File: src/rtl/vn3_pkg.sv
// vn3_pkg.sv
// Shared widths, function codes and control types of the value noise sampler.
// No dependencies.
`default_nettype none

package vn3_pkg;

  localparam int unsigned FUNC_W  = 2;
  localparam int unsigned COORD_W = 24;
  localparam int unsigned INDEX_W = 8;
  localparam int unsigned LOAD_W  = 16;
  localparam int unsigned PERM_W  = 8;
  localparam int unsigned NOISE_W = 16;

  typedef enum logic [FUNC_W-1:0] {
    FUNC_SAMPLE     = 2'd0,
    FUNC_LOAD_PERM  = 2'd1,
    FUNC_LOAD_VALUE = 2'd2
  } func_e;

  typedef struct packed {
    logic mul_en;
    logic add_en;
  } lerp_en_t;

endpackage

`default_nettype wire

File: src/rtl/vn3_lerp.sv
// vn3_lerp.sv
// Two-stage linear blend a + floor(t * (b - a) / 2^FB): multiply, then add.
// Depends on vn3_pkg.
`default_nettype none

module vn3_lerp
  import vn3_pkg::*;
#(
  parameter int unsigned FB = 16,
  parameter int unsigned VB = 16
) (
  input  wire logic          clk_i,
  input  wire lerp_en_t      en_i,
  input  wire logic [FB-1:0] t_i,
  input  wire logic [VB-1:0] a_i,
  input  wire logic [VB-1:0] b_i,
  output logic      [VB-1:0] y_o
);

  localparam int unsigned PW = FB + VB + 2;

  logic signed [VB:0]   diff;
  logic signed [PW-1:0] prod_d;
  logic signed [PW-1:0] prod_q;
  logic        [VB-1:0] a_q;
  logic signed [VB:0]   step;
  logic        [VB:0]   sum;
  logic        [VB-1:0] y_d;
  logic        [VB-1:0] y_q;

  always_comb begin
    diff   = $signed({1'b0, b_i}) - $signed({1'b0, a_i});
    prod_d = $signed({1'b0, t_i}) * diff;
  end

  // The arithmetic shift floors toward minus infinity, so the result
  // always lies between a and b.
  always_comb begin
    step = (VB + 1)'(prod_q >>> FB);
    sum  = {1'b0, a_q} + step;
    y_d  = sum[VB-1:0];
  end

  always_ff @(posedge clk_i) begin
    if (en_i.mul_en) begin
      prod_q <= prod_d;
      a_q    <= a_i;
    end
    if (en_i.add_en) begin
      y_q <= y_d;
    end
  end

  assign y_o = y_q;

endmodule

`default_nettype wire

File: config.mk
export PLATFORM = sky130hd
export DESIGN_NAME = vn3_lerp
export DESIGN_NICKNAME = d
export VERILOG_FILES = /design/src/rtl/vn3_pkg.sv /design/src/rtl/vn3_lerp.sv
export SDC_FILE = /design/constraint.sdc
export NUM_CORES = 1
export LEC_CHECK = 0
export BUFFER_PORTS_ARGS = -buffer_cell sky130_fd_sc_hd__buf_2
export CORE_UTILIZATION = 40
export CTS_BUF_LIST = sky130_fd_sc_hd__clkbuf_2 sky130_fd_sc_hd__clkbuf_4 sky130_fd_sc_hd__clkbuf_8
export DETAILED_ROUTE_END_ITERATION = 8
export PLACE_DENSITY = 0.59
export SETUP_SLACK_MARGIN = 0.15
export SYNTH_ARGS = -nofsm -noshare
export SYNTH_HDL_FRONTEND = slang
export SYNTH_SLANG_ARGS = --single-unit
File: constraint.sdc
create_clock -name clk_i -period 9.1 [get_ports clk_i]
set_input_delay 1.82 -clock clk_i [delete_from_list [all_inputs] [get_ports clk_i]]
set_output_delay 1.82 -clock clk_i [all_outputs]
set_load 0.01 [all_outputs]
==> impl_summary.md <==
Outcome
The flow ran to the end, and the final reports show no timing, DRC or antenna violations.

Place
In this run the tool buffered the top-level ports with 66 buffer cells. Counting tap cells, the placed design contains a total of 1,680 instances. After legalization and detailed placement, the total HPWL measured 22,500 um.

Routability-driven placement finished with a final weighted congestion of 0.800.

Route
The total iterations of the first detailed-routing run is 5. In the routed layout, each cell is associated on average with a via count of 4.97. The post-route antenna net violation count is 0. The routed layout has 8,402 vias. The detailed-route wire length per cell is around 16 um.

For this block, the initial DRC count from the detailed router was 383. The aggregate routed wire length is 27,200 um. The final routed DRC violation total is 0.

Layout
The diode insertion count for antenna repair is 0. In the final design database the tool counted 1,713 nets. Compared with the post-synthesis result, the final layout area differs by 10.4%. Leaving out fill and tap cells, the most frequent cell in the layout is inv_1. The count of placed standard cells in the final layout, fillers left out is approximately 1,700.

The library cells used most frequently in the layout, excluding fill and tap cells, are inv_1, fa_1, nand2_1, ha_1, and2_1. Cells with a size suffix above 1 make up 11.9% of the layout.

GRT
The number of antenna violations at the first check in global routing is 1. The largest net degree at the start of global routing is 33. The first-pass GRT wire length is 45,800 um. The via count of the first global-routing pass came to between 9,000 and 10,000.

Across every metal layer, demand over resource in global routing totals 19.0%. The overall overflow remaining after global route is 0.

Setup path
At the worst endpoint, the arrival time is 8.72 ns. The slowest stage cell on the critical path is fa_1. The element type at the critical path start is an input port. The setup path with the least slack is of type in -> reg. At the worst endpoint, the required time is 9.15 ns. The endpoint type of the worst setup path is a flip-flop. The largest single stage delay on the critical path is 0.55 ns. The critical-path maximum fanout is 16.

Yosys
The share of flip-flops with an asynchronous set or reset after synthesis is 0%. The number of distinct library cells after synthesis is 62. In this run, synthesis produced a sequential element count of between 40 and 50.

Counting every net in the synthesized netlist gives 1,641. The average instance in the mapped netlist occupies 9.46 sq um. The synthesized instance count is between 1,000 and 1,500.

The sequential element share of the synthesized area is ~12%. Summing every instance area after synthesis gives 11,700 sq um. Among all flip-flop cells after synthesis, the most frequent one is edfxtp_1.

Counting flops with a built-in enable in the synthesized netlist gives 48. The number of warnings printed during yosys synthesis is 0.

Die
The floorplan step defined a die boundary enclosing about 30,000 sq um. 67 I/O pins were placed. The floorplan row count is 62. The initial utilization of the core area, before any placement, comes to 40.7%. From left edge to right edge, the die measures between 150 and 200 um. The die extent in y is 173 um. The core outline area is 28,700 sq um.

STA
The max-slew violation total from the final report is 0. Setup violations remaining at the end of the flow were counted as 0. The actual transition at the worst max-transition pin is approximately 0.72 ns. The final hold violation count is 0. The upper clock frequency limit is 115 MHz. The smallest clock period supported by the final layout is computed as 8.67 ns. Setup repair after global routing left no endpoint under its margin.

The post-route clock period utilization is 95.3%. The final setup skew is 0.00462 ns. The worst max-slew margin expressed relative to the limit is 52.2%.

Clock network
Clock-pin slew was measured on the worst setup and hold paths at 0.08 ns. The root buffer cell chosen for the clock tree is clkbuf_8. The maximum count of clock buffers along a single path is 2. The H-tree depth reported by CTS is 2. TritonCTS built the clock tree. For the worst-skew pair, the clock arrives at the later sink with an insertion delay of around 0.29 ns. Clock tree synthesis found a total of 48 sinks. The number of hold buffers added after CTS was 0.

The total CTS buffers is 5.

Flow run
The number of max-cap violations is 0.

Hold path
The path class of the lowest-slack min-delay path is reg -> reg.
-- what timing repair did --
item                                    CTS  global route
resized for setup                         0            28
buffers inserted                          0             4
hold endpoints to repair                  0             0
endpoints found under the setup margin    0            12
-- logic make-up after synthesis --
kind of cell / count (synthesis) / share of synthesized area (%)
flip-flops: 48 / 12.3
XOR/XNOR: 46 / 3.45
AO/OA/AOI/OAI: 122 / 7.65
multiplexers: 1 / 0.0857
adder cells (fa/ha/maj): 355 / 51.5
buffers and inverters: 320 / 10.4
AND/OR/NAND/NOR: 343 / 14.6
-- Yosys cell counts, types with 3 or more instances --
| cell type | instances | area (sq um) |
|---|---|---|
| buf_2 | 4 | 20.0 |
| o21a_1 | 4 | 30.0 |
| nor2b_1 | 35 | 219 |
| nand3_1 | 22 | 110 |
| and2_1 | 70 | 438 |
| a211oi_1 | 5 | 37.5 |
| o21ai_0 | 12 | 60.1 |
| nor3_1 | 5 | 25.0 |
| clkbuf_1 | 32 | 120 |
| or3_1 | 3 | 18.8 |
| inv_1 | 282 | 1060 |
| and3_1 | 13 | 81.3 |
| o31a_2 | 6 | 60.1 |
| xnor2_1 | 36 | 315 |
| o21bai_1 | 3 | 22.5 |
| nand4_1 | 3 | 18.8 |
| fa_1 | 210 | 4200 |
| o31ai_1 | 10 | 75.1 |
| a21o_1 | 16 | 120 |
| xor2_1 | 10 | 87.6 |
| o31a_1 | 4 | 35.0 |
| nand2_1 | 144 | 541 |
| nor2_1 | 26 | 97.6 |
| edfxtp_1 | 48 | 1440 |
| a21oi_1 | 27 | 135 |
| o21ai_1 | 3 | 15.0 |
| ha_1 | 145 | 1810 |
| nand2b_1 | 12 | 75.1 |
| a31oi_1 | 7 | 43.8 |
-- flip-flops by register name, summed over array words and instances (netlist names) --
register / cells
y_o: 16
a_q: 16
prod_q: 16
-- per-stage QoR --
| stage | setup WS [ns] | setup TNS [ns] | instance area (sq um) | util, % | hold slack, ns |
|---|---|---|---|---|---|
| after floorplan | 0.311 | 0 | 11700 | - | 0.513 |
| after global placement | 0.0491 | 0 | 12600 | 44.0 | 0.534 |
| after detailed placement | -0.113 | -0.391 | 12600 | 44.0 | 0.533 |
| after CTS | 0.166 | 0 | 12700 | 44.3 | 0.559 |
| after global routing | 0.0973 | 0 | 12900 | 44.9 | 0.574 |
| final | 0.425 | 0 | 12900 | 44.9 | 0.561 |
-- per-layer routing --
metal | routed length, um | vias up | track usage [%]
met4 | 315 | 0 | 3.02
li1 | - | 3975 | -
met2 | 13300 | 154 | 33.2
met3 | 853 | 23 | 1.06
met1 | 12800 | 4250 | 26.6
met5 | 0 | - | 0
-- path summary, 6_finish.rpt --
path	start	end	slack [ns]	depth (start not counted)
worst min register to register	a_q[0]$_DFFE_PP_	y_o[0]$_DFFE_PP_	0.56	1
worst max-delay path	a_i[2]	prod_q[31]$_DFFE_PP_	0.43	30
worst min-delay path	a_q[0]$_DFFE_PP_	y_o[0]$_DFFE_PP_	0.56	1
worst max register to register	prod_q[16]$_DFFE_PP_	y_o[14]$_DFFE_PP_	6.46	11
-- layout make-up --
| cell class | count | area, sq um |
|---|---|---|
| fillers | 2791 | 15800 |
| inverters | 282 | 1060 |
| flip-flops and latches | 48 | 1440 |
| multi-input cells | 867 | 9170 |
| well taps | 384 | 480 |
| clock inverters | 1 | 5.00 |
| clock buffers | 6 | 76.3 |
| repair buffers | 103 | 658 |
-- worst max-delay path, delay by kind of cell --
kind	cells	cell delay [ns]
adders and majority gates	8	3.40
AOI/OAI and AO/OA	11	2.34
buffers and inverters	7	0.62
and+or+nand+nor	2	0.26
xor gates and xnor gates	2	0.25
Power is not shown: default switching activity piles up to over one toggle a cycle in this logic, so the estimate is an artifact.
